===== src/hdl/i2c_register_transfer_master_macros.svh =====
// Assertion macros shared by the I2C register transfer master.
`ifndef I2C_REGISTER_TRANSFER_MASTER_MACROS_SVH
`define I2C_REGISTER_TRANSFER_MASTER_MACROS_SVH

// Same-cycle implication, checked outside reset.
`define I2C_RTM_ASSERT_NOW(label, clk, rst_n, ante, cons) \
	label: assert property (@(posedge clk) disable iff (!(rst_n)) (ante) |-> (cons)) \
		else $error("i2c master: same-cycle check failed");

// Next-cycle implication, checked outside reset.
`define I2C_RTM_ASSERT_NEXT(label, clk, rst_n, ante, cons) \
	label: assert property (@(posedge clk) disable iff (!(rst_n)) (ante) |=> (cons)) \
		else $error("i2c master: next-cycle check failed");

`endif


===== src/hdl/i2c_rtm_pkg.sv =====
package i2c_rtm_pkg;

	typedef logic [1:0] opcode_t;
	typedef logic [1:0] kind_t;
	typedef logic [1:0] stage_t;
	typedef logic [4:0] phase_t;

	localparam opcode_t OP_TICK  = 2'd0;
	localparam opcode_t OP_BEGIN = 2'd1;
	localparam opcode_t OP_WBYTE = 2'd2;
	localparam opcode_t OP_NONE  = 2'd3;

	localparam kind_t KIND_WRITE    = 2'd0;
	localparam kind_t KIND_READ     = 2'd1;
	localparam kind_t KIND_PROBE    = 2'd2;
	localparam kind_t KIND_RESERVED = 2'd3;

	localparam stage_t ST_ADDR  = 2'd0;
	localparam stage_t ST_REG   = 2'd1;
	localparam stage_t ST_RADDR = 2'd2;
	localparam stage_t ST_DATA  = 2'd3;

	localparam logic [6:0] DEV_ADDR_RESET = 7'd81;
	localparam logic [3:0] BITS_PER_BYTE  = 4'd8;

endpackage


===== src/hdl/i2c_register_transfer_master.sv =====
// I2C register transfer master. Every item (begin, write byte or half-bit tick) is
// accepted into an input register and its result moves on into the output register
// once that register is free or drains, and one item is taken per clock as
// long as results are taken; a stalled result holds the input register, which then
// holds the input channel. Each tick moves the bus one half-bit phase; the block
// drives scl_level/sda_level as open-drain levels (1 released), samples sda_in on
// high phases, raises want_byte when the next write byte must be supplied with a
// write-byte item, and reports done_res with status (1 on a missing acknowledge)
// on the tick that completes STOP. device_address may only be written while idle.
`include "i2c_register_transfer_master_macros.svh"

module i2c_register_transfer_master (
	input  logic       clk,
	input  logic       arst_n,
	input  logic       cfg_valid,
	output logic       cfg_ready,
	input  logic [6:0] device_address,
	input  logic       in_valid,
	output logic       in_stall,
	input  logic [1:0] opcode,
	input  logic [1:0] transfer_kind,
	input  logic [7:0] register_address,
	input  logic [7:0] byte_count,
	input  logic [7:0] write_byte,
	input  logic       sda_in,
	output logic       out_valid,
	input  logic       out_stall,
	output logic       scl_level,
	output logic       sda_level,
	output logic [7:0] read_byte,
	output logic       read_valid,
	output logic       want_byte,
	output logic       busy_res,
	output logic       done_res,
	output logic       status
);

	localparam i2c_rtm_pkg::phase_t PH_IDLE      = 5'd0;
	localparam i2c_rtm_pkg::phase_t PH_START     = 5'd1;
	localparam i2c_rtm_pkg::phase_t PH_START_LOW = 5'd2;
	localparam i2c_rtm_pkg::phase_t PH_TX_LOW    = 5'd3;
	localparam i2c_rtm_pkg::phase_t PH_TX_HIGH   = 5'd4;
	localparam i2c_rtm_pkg::phase_t PH_ACK_LOW   = 5'd5;
	localparam i2c_rtm_pkg::phase_t PH_ACK_HIGH  = 5'd6;
	localparam i2c_rtm_pkg::phase_t PH_WAIT      = 5'd7;
	localparam i2c_rtm_pkg::phase_t PH_RS_LOW    = 5'd8;
	localparam i2c_rtm_pkg::phase_t PH_RS_HIGH   = 5'd9;
	localparam i2c_rtm_pkg::phase_t PH_RX_LOW    = 5'd10;
	localparam i2c_rtm_pkg::phase_t PH_RX_HIGH   = 5'd11;
	localparam i2c_rtm_pkg::phase_t PH_MACK_LOW  = 5'd12;
	localparam i2c_rtm_pkg::phase_t PH_MACK_HIGH = 5'd13;
	localparam i2c_rtm_pkg::phase_t PH_STOP_LOW  = 5'd14;
	localparam i2c_rtm_pkg::phase_t PH_STOP_HIGH = 5'd15;
	localparam i2c_rtm_pkg::phase_t PH_STOP_END  = 5'd16;

	// Configuration.
	logic [6:0] dev_addr_q;

	// Input register.
	logic                   valid_s1;
	i2c_rtm_pkg::opcode_t   opcode_s1;
	i2c_rtm_pkg::kind_t     kind_s1;
	logic [7:0]             reg_addr_s1;
	logic [7:0]             count_s1;
	logic [7:0]             wbyte_s1;
	logic                   sda_s1;

	// Controller state.
	i2c_rtm_pkg::phase_t    phase_q, phase_d;
	logic [3:0]             bit_cnt_q, bit_cnt_d;
	logic [7:0]             shift_q, shift_d;
	logic [7:0]             bytes_left_q, bytes_left_d;
	i2c_rtm_pkg::kind_t     kind_q, kind_d;
	logic [7:0]             reg_q, reg_d;
	logic                   ack_failed_q, ack_failed_d;
	logic                   scl_q, scl_d;
	logic                   sda_q, sda_d;
	i2c_rtm_pkg::stage_t    stage_q, stage_d;

	// Result register.
	logic                   out_valid_q;
	logic [7:0]             read_byte_q;
	logic                   read_valid_q;
	logic                   want_byte_q;
	logic                   busy_q;
	logic                   done_q;
	logic                   status_q;

	logic       advance;
	logic       load_s1;
	logic       rvalid_d;
	logic [7:0] rbyte_d;
	logic       done_d;
	logic       status_d;
	logic [7:0] rx_shift;
	logic [3:0] bit_cnt_inc;

	assign cfg_ready = 1'b1;

	// The input register moves on whenever the result register is free or drains.
	assign advance  = !out_valid_q || !out_stall;
	// An empty input register takes an item even while the result is stalled.
	assign load_s1  = !valid_s1 || advance;
	assign in_stall = valid_s1 && !advance;

	assign rx_shift    = {shift_q[6:0], sda_s1};
	assign bit_cnt_inc = bit_cnt_q + 4'd1;

	always_comb begin
		phase_d      = phase_q;
		bit_cnt_d    = bit_cnt_q;
		shift_d      = shift_q;
		bytes_left_d = bytes_left_q;
		kind_d       = kind_q;
		reg_d        = reg_q;
		ack_failed_d = ack_failed_q;
		scl_d        = scl_q;
		sda_d        = sda_q;
		stage_d      = stage_q;
		rvalid_d     = 1'b0;
		rbyte_d      = 8'd0;
		done_d       = 1'b0;
		status_d     = 1'b0;

		unique case (opcode_s1)
			i2c_rtm_pkg::OP_BEGIN: begin
				if (phase_q == PH_IDLE && kind_s1 != i2c_rtm_pkg::KIND_RESERVED) begin
					kind_d       = kind_s1;
					reg_d        = reg_addr_s1;
					bytes_left_d = count_s1;
					if (kind_s1 == i2c_rtm_pkg::KIND_READ && count_s1 == 8'd0) begin
						bytes_left_d = 8'd1;
					end
					ack_failed_d = 1'b0;
					stage_d      = i2c_rtm_pkg::ST_ADDR;
					shift_d      = {dev_addr_q, 1'b0};
					bit_cnt_d    = 4'd0;
					phase_d      = PH_START;
				end
			end
			i2c_rtm_pkg::OP_WBYTE: begin
				if (phase_q == PH_WAIT) begin
					shift_d   = wbyte_s1;
					bit_cnt_d = 4'd0;
					phase_d   = PH_TX_LOW;
				end
			end
			i2c_rtm_pkg::OP_TICK: begin
				unique case (phase_q)
					PH_START: begin
						scl_d   = 1'b1;
						sda_d   = 1'b0;
						phase_d = PH_START_LOW;
					end
					PH_START_LOW: begin
						scl_d     = 1'b0;
						bit_cnt_d = 4'd0;
						phase_d   = PH_TX_LOW;
					end
					PH_TX_LOW: begin
						scl_d   = 1'b0;
						sda_d   = shift_q[7];
						phase_d = PH_TX_HIGH;
					end
					PH_TX_HIGH: begin
						scl_d     = 1'b1;
						shift_d   = {shift_q[6:0], 1'b0};
						bit_cnt_d = bit_cnt_inc;
						phase_d   = (bit_cnt_inc >= i2c_rtm_pkg::BITS_PER_BYTE) ?
							PH_ACK_LOW : PH_TX_LOW;
					end
					PH_ACK_LOW: begin
						scl_d   = 1'b0;
						sda_d   = 1'b1;
						phase_d = PH_ACK_HIGH;
					end
					PH_ACK_HIGH: begin
						scl_d = 1'b1;
						if (sda_s1) begin
							ack_failed_d = 1'b1;
							phase_d      = PH_STOP_LOW;
						end else begin
							case (stage_q)
								i2c_rtm_pkg::ST_ADDR: begin
									if (kind_q == i2c_rtm_pkg::KIND_PROBE) begin
										phase_d = PH_STOP_LOW;
									end else begin
										stage_d   = i2c_rtm_pkg::ST_REG;
										shift_d   = reg_q;
										bit_cnt_d = 4'd0;
										phase_d   = PH_TX_LOW;
									end
								end
								i2c_rtm_pkg::ST_REG: begin
									if (kind_q == i2c_rtm_pkg::KIND_READ) begin
										phase_d = PH_RS_LOW;
									end else begin
										stage_d = i2c_rtm_pkg::ST_DATA;
										phase_d = (bytes_left_q == 8'd0) ? PH_STOP_LOW : PH_WAIT;
									end
								end
								i2c_rtm_pkg::ST_RADDR: begin
									shift_d   = 8'd0;
									bit_cnt_d = 4'd0;
									phase_d   = PH_RX_LOW;
								end
								default: begin
									// A data byte was acknowledged.
									if (bytes_left_q > 8'd1) begin
										bytes_left_d = bytes_left_q - 8'd1;
										phase_d      = PH_WAIT;
									end else begin
										bytes_left_d = 8'd0;
										phase_d      = PH_STOP_LOW;
									end
								end
							endcase
						end
					end
					PH_RS_LOW: begin
						scl_d   = 1'b0;
						sda_d   = 1'b1;
						phase_d = PH_RS_HIGH;
					end
					PH_RS_HIGH: begin
						scl_d   = 1'b1;
						sda_d   = 1'b1;
						stage_d = i2c_rtm_pkg::ST_RADDR;
						shift_d = {dev_addr_q, 1'b1};
						phase_d = PH_START;
					end
					PH_RX_LOW: begin
						scl_d   = 1'b0;
						sda_d   = 1'b1;
						phase_d = PH_RX_HIGH;
					end
					PH_RX_HIGH: begin
						scl_d     = 1'b1;
						shift_d   = rx_shift;
						bit_cnt_d = bit_cnt_inc;
						if (bit_cnt_inc >= i2c_rtm_pkg::BITS_PER_BYTE) begin
							rvalid_d = 1'b1;
							rbyte_d  = rx_shift;
							if (bytes_left_q != 8'd0) begin
								bytes_left_d = bytes_left_q - 8'd1;
							end
							phase_d = PH_MACK_LOW;
						end else begin
							phase_d = PH_RX_LOW;
						end
					end
					PH_MACK_LOW: begin
						// Acknowledge while more bytes follow, NACK after the last one.
						scl_d   = 1'b0;
						sda_d   = (bytes_left_q == 8'd0);
						phase_d = PH_MACK_HIGH;
					end
					PH_MACK_HIGH: begin
						scl_d = 1'b1;
						if (bytes_left_q != 8'd0) begin
							shift_d   = 8'd0;
							bit_cnt_d = 4'd0;
							phase_d   = PH_RX_LOW;
						end else begin
							phase_d = PH_STOP_LOW;
						end
					end
					PH_STOP_LOW: begin
						scl_d   = 1'b0;
						sda_d   = 1'b0;
						phase_d = PH_STOP_HIGH;
					end
					PH_STOP_HIGH: begin
						scl_d   = 1'b1;
						sda_d   = 1'b0;
						phase_d = PH_STOP_END;
					end
					PH_STOP_END: begin
						sda_d    = 1'b1;
						done_d   = 1'b1;
						status_d = ack_failed_q;
						phase_d  = PH_IDLE;
					end
					default: begin
						// Idle, or waiting for a write byte: a tick changes nothing.
					end
				endcase
			end
			default: begin
				// The unused opcode changes nothing.
			end
		endcase
	end

	always_ff @(posedge clk or negedge arst_n) begin
		if (!arst_n) begin
			dev_addr_q <= i2c_rtm_pkg::DEV_ADDR_RESET;
		end else if (cfg_valid && cfg_ready) begin
			dev_addr_q <= device_address;
		end
	end

	always_ff @(posedge clk or negedge arst_n) begin
		if (!arst_n) begin
			valid_s1 <= 1'b0;
		end else if (load_s1) begin
			valid_s1 <= in_valid;
		end
	end

	always_ff @(posedge clk) begin
		if (load_s1 && in_valid) begin
			opcode_s1   <= opcode;
			kind_s1     <= transfer_kind;
			reg_addr_s1 <= register_address;
			count_s1    <= byte_count;
			wbyte_s1    <= write_byte;
			sda_s1      <= sda_in;
		end
	end

	always_ff @(posedge clk or negedge arst_n) begin
		if (!arst_n) begin
			phase_q      <= PH_IDLE;
			bit_cnt_q    <= 4'd0;
			shift_q      <= 8'd0;
			bytes_left_q <= 8'd0;
			kind_q       <= i2c_rtm_pkg::KIND_WRITE;
			reg_q        <= 8'd0;
			ack_failed_q <= 1'b0;
			scl_q        <= 1'b1;
			sda_q        <= 1'b1;
			stage_q      <= i2c_rtm_pkg::ST_ADDR;
		end else if (advance && valid_s1) begin
			phase_q      <= phase_d;
			bit_cnt_q    <= bit_cnt_d;
			shift_q      <= shift_d;
			bytes_left_q <= bytes_left_d;
			kind_q       <= kind_d;
			reg_q        <= reg_d;
			ack_failed_q <= ack_failed_d;
			scl_q        <= scl_d;
			sda_q        <= sda_d;
			stage_q      <= stage_d;
		end
	end

	always_ff @(posedge clk or negedge arst_n) begin
		if (!arst_n) begin
			out_valid_q <= 1'b0;
		end else if (advance) begin
			out_valid_q <= valid_s1;
		end
	end

	always_ff @(posedge clk) begin
		if (advance && valid_s1) begin
			read_byte_q  <= rbyte_d;
			read_valid_q <= rvalid_d;
			want_byte_q  <= (phase_d == PH_WAIT);
			busy_q       <= (phase_d != PH_IDLE);
			done_q       <= done_d;
			status_q     <= status_d;
		end
	end

	// Line levels always reflect the controller state, which only moves with a result.
	assign out_valid  = out_valid_q;
	assign scl_level  = scl_q;
	assign sda_level  = sda_q;
	assign read_byte  = read_byte_q;
	assign read_valid = read_valid_q;
	assign want_byte  = want_byte_q;
	assign busy_res   = busy_q;
	assign done_res   = done_q;
	assign status     = status_q;

	`I2C_RTM_ASSERT_NOW(a_done_idle, clk, arst_n, out_valid_q && done_q, !busy_q && sda_q && scl_q)
	`I2C_RTM_ASSERT_NOW(a_status_done, clk, arst_n, out_valid_q && status_q, done_q)
	`I2C_RTM_ASSERT_NOW(a_read_busy, clk, arst_n, out_valid_q && read_valid_q, busy_q && scl_q)
	`I2C_RTM_ASSERT_NOW(a_want_busy, clk, arst_n, out_valid_q && want_byte_q, busy_q && scl_q)
	`I2C_RTM_ASSERT_NEXT(a_stall_hold, clk, arst_n, valid_s1 && !advance, valid_s1 && $stable(opcode_s1))

endmodule

===== config.mk =====
export PLATFORM = sky130hd
export DESIGN_NAME = i2c_register_transfer_master
export DESIGN_NICKNAME = d
export VERILOG_FILES = /design/src/hdl/i2c_rtm_pkg.sv /design/src/hdl/i2c_register_transfer_master.sv
export VERILOG_INCLUDE_DIRS = /design/src /design/src/hdl
export SDC_FILE = /design/constraint.sdc
export NUM_CORES = 1
export LEC_CHECK = 0
export ABC_CLOCK_PERIOD_IN_PS = 3500
export BUFFER_PORTS_ARGS = -buffer_cell sky130_fd_sc_hd__buf_4
export CORE_MARGIN = 1.5
export CORE_UTILIZATION = 45
export DETAILED_ROUTE_END_ITERATION = 10
export SETUP_SLACK_MARGIN = 0.15
export SYNTH_ARGS = -nofsm -noshare
export SYNTH_HDL_FRONTEND = slang
export SYNTH_SLANG_ARGS = --single-unit

===== constraint.sdc =====
create_clock -name clk -period 3.5 [get_ports clk]
set_input_delay 0 -clock clk [delete_from_list [all_inputs] [get_ports clk]]
set_output_delay 0 -clock clk [all_outputs]
set_load 0.01 [all_outputs]

; Word-level counts from Yosys, hierarchy flattened
; Index checks and enable logic that the tools add are counted.
[totals]
regBits = 91
latch_bits = 0
mem_bits_rw = 0
romBits = 0
output_inout_bits = 18
elab_cells = 163
n_memories = 0
[op_classes]
add_sub_neg = 2
mul = 0
div = 0
order_cmp = 2
eq_ne = 42
shifts = 0
muxes = 53
bitwise = 0
reduce_logical = 39
[op_table]
columns = operator, count
row1 = $mux W8, 12
row2 = $pmux W5 S15, 1
row3 = $pmux W8 S2, 3
row4 = $eq A5 B4 Y1 const B, 8
row5 = $pmux W8 S5, 1
row6 = $mux W4, 9
row7 = $pmux W5 S3, 2
row8 = $eq A5 B3 Y1 const B, 5
row9 = $pmux W8 S3, 1
row10 = $reduce_and A9 Y1, 2
row11 = $logic_not A8 Y1, 2
row12 = $ne A4 B4 Y1 const B, 4
row13 = $pmux W4 S4, 1
row14 = $reduce_and A8 Y1, 2
row15 = $mux W5, 3
row16 = $ne A3 B3 Y1 const B, 5
row17 = $reduce_or A7 Y1, 2
row18 = $pmux W2 S2, 3
row19 = $pmux W4 S3, 1
row20 = $reduce_and A3 Y1, 4
row21 = $eq A5 B2 Y1 const B, 2
row22 = $mux W3, 3
row23 = $eq A2 B1 Y1 const B, 4
row24 = $gt A8 B1 Y1 const B, 1
row25 = other kinds (31), 57

; Longest topological paths before layout
; Gate-level depths: netlist of the first run.
[logic_depth]
depth_word = 8
ltp_mapped = 8

; Worst setup path after synthesis of the first run
; No wires, ideal clock.
[synth_path]
path_type = register to register
startpoint = register phase_q[1]
endpoint = register kind_q[0]
setup_time_ps = 125
arrival_ps = 2295
t_required_ps = 3375
path_slack_ps = 1080
stages_incl_launch_ff = 8
n_path_buf = 2
path_cell_list = dfrtp_1 or3_4 o21ai_2 or4b_1 buf_2 nor2_4 buf_4 mux2_2
[synth_via]
elab_chain_len = 3
[synth_lines]
columns = element, line_no
row1 = start: declaration, i2c_register_transfer_master.sv:69  ; i2c_rtm_pkg::phase_t phase_q, phase_d;
row2 = start signal: assignment, i2c_register_transfer_master.sv:335  ; phase_q <= phase_d;
row3 = $logic_not A5 Y1, i2c_register_transfer_master.sv:127  ; if (phase_q == PH_IDLE && kind_s1 != i2c_rtm_pkg::KIND_RESERVED) begin
row4 = $logic_and A1 B1 Y1, i2c_register_transfer_master.sv:127
row5 = $reduce_and A3 Y1 (no line), -
row6 = end signal: assignment, i2c_register_transfer_master.sv:328  ; kind_q <= i2c_rtm_pkg::KIND_WRITE;
row7 = end signal: assignment, i2c_register_transfer_master.sv:339  ; kind_q <= kind_d;
row8 = end: declaration, i2c_register_transfer_master.sv:73  ; i2c_rtm_pkg::kind_t kind_q, kind_d;
; No other way between the ends.
; A chain may end at the register's enable or synchronous reset.

; Worst setup path after layout of the first run
[layout_path]
startpoint = register phase_q[3]
endpoint = register bytes_left_q[5]
[layout_via]
elab_chain_len = 4
[layout_lines]
columns = element, line_no
row1 = $logic_not A5 Y1, i2c_register_transfer_master.sv:127
row2 = $logic_and A1 B1 Y1, i2c_register_transfer_master.sv:127
row3 = $ne A2 B2 Y1 (no line), -
row4 = $reduce_and A8 Y1 (no line), -
row5 = end signal: assignment, i2c_register_transfer_master.sv:338  ; bytes_left_q <= bytes_left_d;
row6 = end: declaration, i2c_register_transfer_master.sv:72  ; logic [7:0] bytes_left_q, bytes_left_d;
; Parallel ways exist; a longest one is shown, timed or not.

==> results of run 1 <==
[layer usage]
| metal | share of wire | vias up |
|---|---|---|
| li1 | - | 1800 |
| met1 | 0.47 | 1848 |
| met2 | 0.45 | 145 |
| met3 | 0.057 | 21 |
| met4 | 0.020 | 0 |
| met5 | 0 | - |
[power by group]
part	internal [mW]	switching (mW)
registers	1.37	0.214
logic	0.563	0.722
clock network	0.310	0.402
total	2.25	1.34
[state kept, by name, indices dropped and copies added (netlist names), 2 cells and up]
signal / flops
dev_addr_q: 7
opcode_s1: 2
stage_q: 2
kind_s1: 2
phase_q: 5
bytes_left_q: 8
shift_q: 8
wbyte_s1: 8
read_byte: 8
reg_addr_s1: 8
reg_q: 8
kind_q: 2
count_s1: 8
bit_cnt_q: 4
[worst max path at each step]
stage,start,to,slack (ns),depth (start not counted)
CTS,phase_q[3]$_DFFE_PN0P_,bytes_left_q[5]$_DFFE_PN0P_,0.79,5
floorplan,phase_q[1]$_DFFE_PN0P_,kind_q[0]$_DFFE_PN0P_,1.08,7
global placement,phase_q[3]$_DFFE_PN0P_,bytes_left_q[7]$_DFFE_PN0P_,0.86,5
global route,phase_q[3]$_DFFE_PN0P_,bytes_left_q[7]$_DFFE_PN0P_,0.68,5
finish,phase_q[3]$_DFFE_PN0P_,bytes_left_q[5]$_DFFE_PN0P_,0.74,5
detailed placement,phase_q[3]$_DFFE_PN0P_,reg_q[1]$_DFFE_PN0P_,0.81,5
[metrics by stage]
stage,power (mW),setup slack [ns],instances
2_1_floorplan,2.40,1.08,410
3_3_place_gp,2.81,0.858,594
3_5_place_dp,2.81,0.810,594
4_1_cts,3.58,0.788,657
5_1_grt,3.80,0.677,657
6_report,3.58,0.745,657
[kinds of logic after synthesis]
| family | count (synthesis) | synth area share |
|---|---|---|
| adder cells (fa/ha/maj) | 4 | 0.0111 |
| XOR/XNOR | 2 | 0.00387 |
| AND/OR/NAND/NOR | 133 | 0.157 |
| buffers and inverters | 34 | 0.0304 |
| other | 1 | 0.000828 |
| multiplexers | 17 | 0.0423 |
| AO/OA/AOI/OAI | 128 | 0.204 |
| flip-flops | 91 | 0.551 |
[area by class of cell]
class                   instances  area [µm²]  area share
well taps                     133         166      0.0287
multi-input cells             285        1900       0.327
inverters                      16        60.1      0.0104
clock buffers                  11         153      0.0263
clock inverters                 5        41.3     0.00712
repair buffers                116         988       0.170
flip-flops and latches         91        2490       0.430
[Yosys cell counts (all sizes together) (5+ instances only)]
cell type | count | area (µm²)
and2 | 12 | 75.1
a222oi | 6 | 60.1
nand2b | 10 | 62.6
a22oi | 12 | 90.1
mux2 | 17 | 191
nor3 | 10 | 50.1
nand3 | 17 | 85.1
a32oi | 6 | 52.6
inv | 16 | 60.1
clkbuf | 14 | 52.6
dfrtp | 44 | 1100
nand2 | 24 | 90.1
o21ai | 19 | 98.8
a31oi | 6 | 37.5
nor2b | 5 | 31.3
dfstp | 5 | 131
a21oi | 20 | 100
a211o | 6 | 52.6
nor2 | 29 | 116
edfxtp | 42 | 1260
o211ai | 11 | 82.6
o21a | 9 | 67.6
[what timing repair did]
action                                 CTS  global route
hold buffers                            47             0
gates resized for setup                  0             0
endpoints found under the hold margin   82             0
buffers inserted                         0             0
==> impl_summary.txt, run 1 <==
----------------------------------------------------
[Run status]
  Result of the run ... completed

[Worst setup path]
  FF-to-FF path depth ... 5
  Internal reg-to-reg setup slack ... 0.74 ns
  Delay contributed by the slowest stage of the critical path ... around 0.70 ns
  CP startpoint kind ... register
  Type of destination of the critical path ... register
  Crit path max fanout ... 11
  Launch instance of the worst register-to-register path ... phase_q[3]$_DFFE_PN0P_
  Standard cell with the maximum stage delay on the critical path ... sky130_fd_sc_hd__or4b_1
  Kind of cell adding the most delay to the critical path ... simple AND/OR/NAND/NOR gates
  Cell breakdown of the critical path ... or3_4, o21ai_2, or4b_1, or4_4, o311ai_1
  Worst path arrival time ... 3.03 ns
  Reg-to-reg endpoint ... bytes_left_q[5]$_DFFE_PN0P_
  Category of the critical setup timing path ... reg2reg
  Worst Path Required ... between 3 and 4 ns
  Bufs and invs on worst path ... 0

[Route]
  Post-detailed-route count of antenna-violating nets ... 0
  Drc violations ... 0
  Final routed wirelength across all metal layers ... 12.0 mm
  Number of DRC violations after detailed-routing iteration 0 ... 255
  Average vias per placed instance ... 5.81
  WL per Instance ... between 15 and 20 µm
  Number of vias after detailed routing ... around 3800
  First-pass iteration count of the detailed router ... 5

[Floorplanning]
  Horiz. Die Dim ... approximately 100 µm
  Floorplan die height ... around 100 µm
  Die ar. ... ~11000 µm²
  Number of primary I/O pins ... 59
  Effective utilization at floorplan ... 0.463
  Core area ... around 10000 µm²
  Site row count ... 36

[Place]
  GP Congestion ... 0.998
  Post-DP HPWL ... a little over 8 mm
  Port Buf Inserts ... between 50 and 60
  Post-DP Area ... just over 5000 µm²

[Layout]
  Fillers ... ~810
  Final core occ ... 0.593
  Most common cell after layout, fill and taps aside ... sky130_fd_sc_hd__buf_4
  Layout Area Growth over Synthesis ... 28.1%
  Share of cells above drive strength 1 ... 0.223
  Diode count ... 0
  Final instance area ... between 5000 and 6000 µm²
  Post-layout net count ... about 560
  Top library cells by usage in the layout, fill and taps aside ... sky130_fd_sc_hd__buf_4, sky130_fd_sc_hd__dlygate4sd3_1, sky130_fd_sc_hd__dfrtp_1, sky130_fd_sc_hd__edfxtp_1, sky130_fd_sc_hd__nor2_1

[STA]
  Tmin final ... between 2 and 3 ns
  RSZ-0062 raised after global routing ... no
  Transition at the pin with the smallest max-transition slack ... approximately 0.66 ns
  Fin Clk Skew ... between 0.01 and 0.015 ns
  Total negative slack ... 0 ns
  Number of max-slew violations in the final report ... 0
  Endpoints failing setup ... 0
  Peak clock frequency supported by timing ... 363 MHz
  Final period util ... 0.787
  Worst Hold Slack ... roughly 0.17 ns
  Hold violation count in the final report ... 0
  Worst rel slew slack ... 0.560

[Synthesis]
  Number of synthesized flops with an enable pin ... 42
  Number of storage elements in the synthesis netlist ... 91
  Post-synthesis instance area ... ~4500 µm²
  Unique masters post-synth ... 65
  Portion of the post-synthesis area used by sequential elements ... 0.551
  Async SR Flop Fraction ... 0.538
  Net Count, Synth ... 455
  Synthesized area divided by synthesized cell count ... approximately 11 µm²
  Most used flip-flop cell after synthesis ... sky130_fd_sc_hd__dfrtp_1
  YS warnings ... 0
  Count of mapped cells out of synthesis ... 410

[Power and ir drop]
  Total leakage power ... around 2.3 nW
  Worst IR drop on VDD ... between 0.2 and 0.3 mV
  Pwr per Cell Area ... 618 nW/µm²

[Clock tree]
  Clock tree root driver cell ... sky130_fd_sc_hd__clkbuf_8
  H-tree levels ... 3
  Clock insertion delay at the later pin of the skew report ... ~0.37 ns
  Total CTS buffers ... 9
  Number of buffers between clock root and the deepest sink ... 2
  CTS tree ... yes
  Clock slew at the register clock pins of the worst setup and hold paths ... approximately 0.10 ns
  Number of clock sinks ... between 90 and 100

[Global route]
  M1 GR Usage ... 0.353
  Pin count of the biggest net entering global routing ... 50
  Met3 demand-to-capacity share in global routing ... 0.0363
  Number of global-route vias before repair ... roughly 3600
  Antenna violations before repair ... 0
  Global-route wire length before repair ... approximately 19 mm
  Overflow left after global routing ... 0
  Fraction of met2 tracks used by global routing ... 0.358
  Total track usage ... 0.240
  Most used routing layer in global routing ... met2

[Flow run]
  Max-cap check violation count ... 0

[Min path]
  Class of the tightest hold or removal check ... in2async

----------------------------------------------------
No activity file was read; power rests on OpenSTA's default activity.
==> run 2, diff against run 1 <==
ABC_AREA = 1   (was not set)
ABC_CLOCK_PERIOD_IN_PS = 2700   (was 3500)
clock period = 2.7 ns   (was 3.5 ns; I/O delays follow)
==> run 2 against run 1 <==
Against the previous run:
- worst hold slack improved by 0.021 ns
- via count is 5.9% higher
- critical path depth increased by 5
- clock skew increased by 0.0044 ns
- synthesized area rose by 2.5%
- global-route usage decreased by 1.3 points
- worst setup slack worse by 0.31 ns
- first-iteration DRC count is 0.78% higher
- count of clock-buffer cells in the layout down 2
- sequential share of layout area shrank 1.0 points
- synthesized cell count grew 33%
- core utilization up 0.62 points
- largest cell class unchanged
- highest routed layer unchanged
==> impl_summary.txt, run 2 <==
----------------------------------------------------
[Run status]
  Result of the run ... completed

[Route]
  Number of vias after detailed routing ... 4040 (+5.9%)
  Post-detailed-route count of antenna-violating nets ... 0 (unchanged)
  Final routed wirelength across all metal layers ... 11.8 mm (-2.1%)
  WL per Instance ... 14.7 µm (-19%)
  Drc violations ... 0 (unchanged)
  Average vias per placed instance ... 5.07 (-13%)
  Number of DRC violations after detailed-routing iteration 0 ... 257 (+0.78%)
  First-pass iteration count of the detailed router ... 5 (unchanged)

[Worst setup path]
  Reg-to-reg endpoint ... bytes_left_q[0]$_DFFE_PN0P_
  Bufs and invs on worst path ... 2 (+2)
  Kind of cell adding the most delay to the critical path ... simple AND/OR/NAND/NOR gates
  Crit path max fanout ... 16 (+5)
  Worst Path Required ... 2.94 ns (-0.83 ns)
  Category of the critical setup timing path ... reg2reg
  Launch instance of the worst register-to-register path ... phase_q[4]$_DFFE_PN0P_
  Worst path arrival time ... 2.50 ns (-0.53 ns)
  FF-to-FF path depth ... 10 (+5)
  Type of destination of the critical path ... register
  Internal reg-to-reg setup slack ... 0.44 ns (-0.31 ns)
  Delay contributed by the slowest stage of the critical path ... 0.42 ns (-0.28 ns)
  Cell breakdown of the critical path ... inv_2, nand2_1, nor2_2, nand2_2, inv_2, nor2_1, nand2_1, o2111ai_2, nor2_1, a21oi_2
  CP startpoint kind ... register
  Standard cell with the maximum stage delay on the critical path ... sky130_fd_sc_hd__dfrtp_1

[Synthesis]
  Post-synthesis instance area ... 4640 µm² (+2.5%)
  Async SR Flop Fraction ... 0.538 (unchanged)
  Library cell with the largest summed area after synthesis ... sky130_fd_sc_hd__edfxtp_1
  Dominant cell by count in the synthesized netlist ... sky130_fd_sc_hd__nand2_1
  Net Count, Synth ... 590 (+30%)
  Number of synthesized flops with an enable pin ... 42 (unchanged)
  Most used flip-flop cell after synthesis ... sky130_fd_sc_hd__dfrtp_1
  Portion of the post-synthesis area used by sequential elements ... 0.537 (-0.0135)
  Portion of synthesized cell area occupied by the leading cell type ... 0.272 (-0.00684)
  YS warnings ... 0 (unchanged)
  Count of mapped cells out of synthesis ... 545 (+33%)
  Synthesized area divided by synthesized cell count ... 8.52 µm² (-23%)
  Unique masters post-synth ... 40 (-38%)
  Leading post-synthesis cells by cell area ... sky130_fd_sc_hd__edfxtp_1, sky130_fd_sc_hd__dfrtp_1, sky130_fd_sc_hd__nand2_1
  Leading post-synthesis cells by instance count ... sky130_fd_sc_hd__nand2_1, sky130_fd_sc_hd__inv_1, sky130_fd_sc_hd__nor2_1, sky130_fd_sc_hd__dfrtp_1, sky130_fd_sc_hd__o21ai_0
  Number of storage elements in the synthesis netlist ... 91 (unchanged)

[Layout]
  Most common cell after layout, fill and taps aside ... sky130_fd_sc_hd__nand2_1
  Layout Area Growth over Synthesis ... 28.0% (about the same)
  Post-layout net count ... 704 (+25%)
  Share of cells above drive strength 1 ... 0.163 (-0.0606)
  Final core occ ... 0.599 (+0.00618)
  Diode count ... 0 (unchanged)
  Top library cells by usage in the layout, fill and taps aside ... sky130_fd_sc_hd__nand2_1, sky130_fd_sc_hd__inv_1, sky130_fd_sc_hd__nor2_1, sky130_fd_sc_hd__buf_4, sky130_fd_sc_hd__dlygate4sd3_1

[Power and ir drop]
  Total leakage power ... 2.67 nW (+17%)
  Total power draw ... 4.72 mW (+32%)
  Net Switching ... 1.84 mW (+38%)
  Sequential fraction of design power ... 0.429 (-0.014)
  Power share of the clock group ... 0.197 (-0.002)
  Internal power of the cells ... 2.88 mW (+28%)
  Pwr per Cell Area ... 795 nW/µm² (+29%)
  Worst IR drop on VDD ... 0.580 mV (+100%)
  Part of the power in combinational logic ... 0.375 (+0.017)
  Switching share of power ... 0.390 (+0.0171)

[Clock tree]
  H-tree levels ... 3 (unchanged)
  Buffers inserted during post-CTS setup optimization ... 0 (unchanged)
  Number of clock sinks ... 91 (unchanged)
  Total CTS buffers ... 9 (unchanged)
  Clock tree root driver cell ... sky130_fd_sc_hd__clkbuf_8
  Clock slew at the register clock pins of the worst setup and hold paths ... 0.10 ns (about the same)
  Number of buffers between clock root and the deepest sink ... 2 (unchanged)
  Clock insertion delay at the later pin of the skew report ... 0.37 ns (about the same)
  CTS tree ... yes

[Global route]
  Number of global-route vias before repair ... 4001 (+11%)
  Global-route wire length before repair ... 19.5 mm (+2.0%)
  Pin count of the biggest net entering global routing ... 50 (unchanged)
  Total track usage ... 0.227 (-0.0133)
  Overflow left after global routing ... 0 (unchanged)
  Antenna violations before repair ... 0 (unchanged)

[Floorplanning]
  Die ar. ... 10900 µm² (+2.4%)
  Effective utilization at floorplan ... 0.468 (+0.00517)
  Number of primary I/O pins ... 59 (unchanged)
  Floorplan die height ... 105 µm (+1.2%)
  Core area ... 9910 µm² (+1.4%)
  Horiz. Die Dim ... 105 µm (+1.2%)
  Site row count ... 36 (unchanged)

[STA]
  Number of max-slew violations in the final report ... 0 (unchanged)
  Worst Hold Slack ... 0.194 ns (+0.0205 ns)
  RSZ-0062 raised after global routing ... no
  Hold violation count in the final report ... 0 (unchanged)
  Endpoints failing setup ... 0 (unchanged)
  Tmin final ... 2.26 ns (-0.493 ns)
  Worst rel slew slack ... 0.513 (-0.0470)
  Final period util ... 0.838 (+0.0507)
  Peak clock frequency supported by timing ... 442 MHz (+22%)
  Fin Clk Skew ... 0.0161 ns (+0.00442 ns)
  Final worst setup slack ... 0.438 ns (-0.307 ns)
  Transition at the pin with the smallest max-transition slack ... 0.731 ns (+0.0755 ns)
  Total negative slack ... 0 ns (unchanged)

[Place]
  Post-DP HPWL ... 8.12 mm (-0.88%)
  Port Buf Inserts ... 57 (unchanged)
  Pre-CTS setup slack ... 0.265 ns (-0.545 ns)
  GP Congestion ... 0.901 (-9.7%)

[Flow run]
  Max-cap check violation count ... 0 (unchanged)

[Min path]
  Class of the tightest hold or removal check ... in2async

----------------------------------------------------
## run 2: changes by cell type in the layout (fill, tap and decap cells not counted), moves of 8 or more
cell                       before  now
sky130_fd_sc_hd__a22oi_1       12    2
sky130_fd_sc_hd__and2_1        12    1
sky130_fd_sc_hd__inv_1         15   68
sky130_fd_sc_hd__mux2_2        17    0
sky130_fd_sc_hd__nand2_1       24  121
sky130_fd_sc_hd__nand2b_1      10    0
sky130_fd_sc_hd__nand3_1       17   32
sky130_fd_sc_hd__nor2_1        28   64
sky130_fd_sc_hd__nor2_2         0    8
sky130_fd_sc_hd__o211ai_1      11    2
sky130_fd_sc_hd__o21ai_0       17   44
sky130_fd_sc_hd__o21ai_1        1   15
## run 2: final cells by class
type	count	area, µm²
Timing Repair Buffer	117	1010
Inverter	76	285
Fill cell	878	3970
Sequential cell	91	2490
Tap cell	133	166
Clock inverter	7	66.3
Multi-Input combinational cell	364	1790
Clock buffer	9	124
## run 2: kinds of logic (layout without fill, tap and decap cells)
family | count (synthesis) | in the layout | synth area share
AO/OA/AOI/OAI | 101 | 101 | 0.126
XOR/XNOR | 7 | 7 | 0.0132
adder cells (fa/ha/maj) | 4 | 4 | 0.0108
buffers and inverters | 90 | 209 | 0.0776
flip-flops | 91 | 91 | 0.537
multiplexers | 1 | 1 | 0.00216
other | 1 | 1 | 0.000808
AND/OR/NAND/NOR | 250 | 250 | 0.232
## run 2: power by group through the flow
stage                     sequential, mW  clock [mW]  combinational (mW)
final                               2.02       0.929                1.77
after global routing                2.07       0.998                2.00
after CTS                           2.02       0.948                1.75
after detailed placement            2.05           0                1.67
after global placement              2.04           0                1.69
after floorplan                     1.98           0                1.23
## run 2: worst max-delay path by stage
stage	from	end	slack (ns)	cells past startpoint
after global placement	phase_q[0]$_DFFE_PN0P_	busy_res$_DFFE_PP_	0.19	13
after global routing	opcode_s1[1]$_DFFE_PP_	bytes_left_q[0]$_DFFE_PN0P_	0.20	9
after detailed placement	phase_q[0]$_DFFE_PN0P_	busy_res$_DFFE_PP_	0.26	13
final	phase_q[4]$_DFFE_PN0P_	bytes_left_q[0]$_DFFE_PN0P_	0.44	10
after CTS	phase_q[0]$_DFFE_PN0P_	busy_res$_DFFE_PP_	0.25	13
after floorplan	phase_q[0]$_DFFE_PN0P_	busy_res$_DFFE_PP_	0.86	13
## run 2: repair_timing
item | CTS | global route
gates resized for setup | 0 | 3
setup endpoints to repair | 0 | 3
endpoints found under the hold margin | 82 | 0
hold buffers | 53 | 0
## run 2: layer usage
layer	GRT usage	vias to the layer above	wire (µm)
met5	0	-	0
met4	0.0804	0	199
met3	0.0474	15	532
met2	0.355	123	5470
met1	0.313	1872	5550
li1	-	2030	-
## run 2: per-stage QoR
step                      std cells  cell area [µm²]
after detailed placement        728             5210
after floorplan                 545             4640
final                           797             5940
after CTS                       797             5930
after global routing            797             5940
after global placement          728             5210
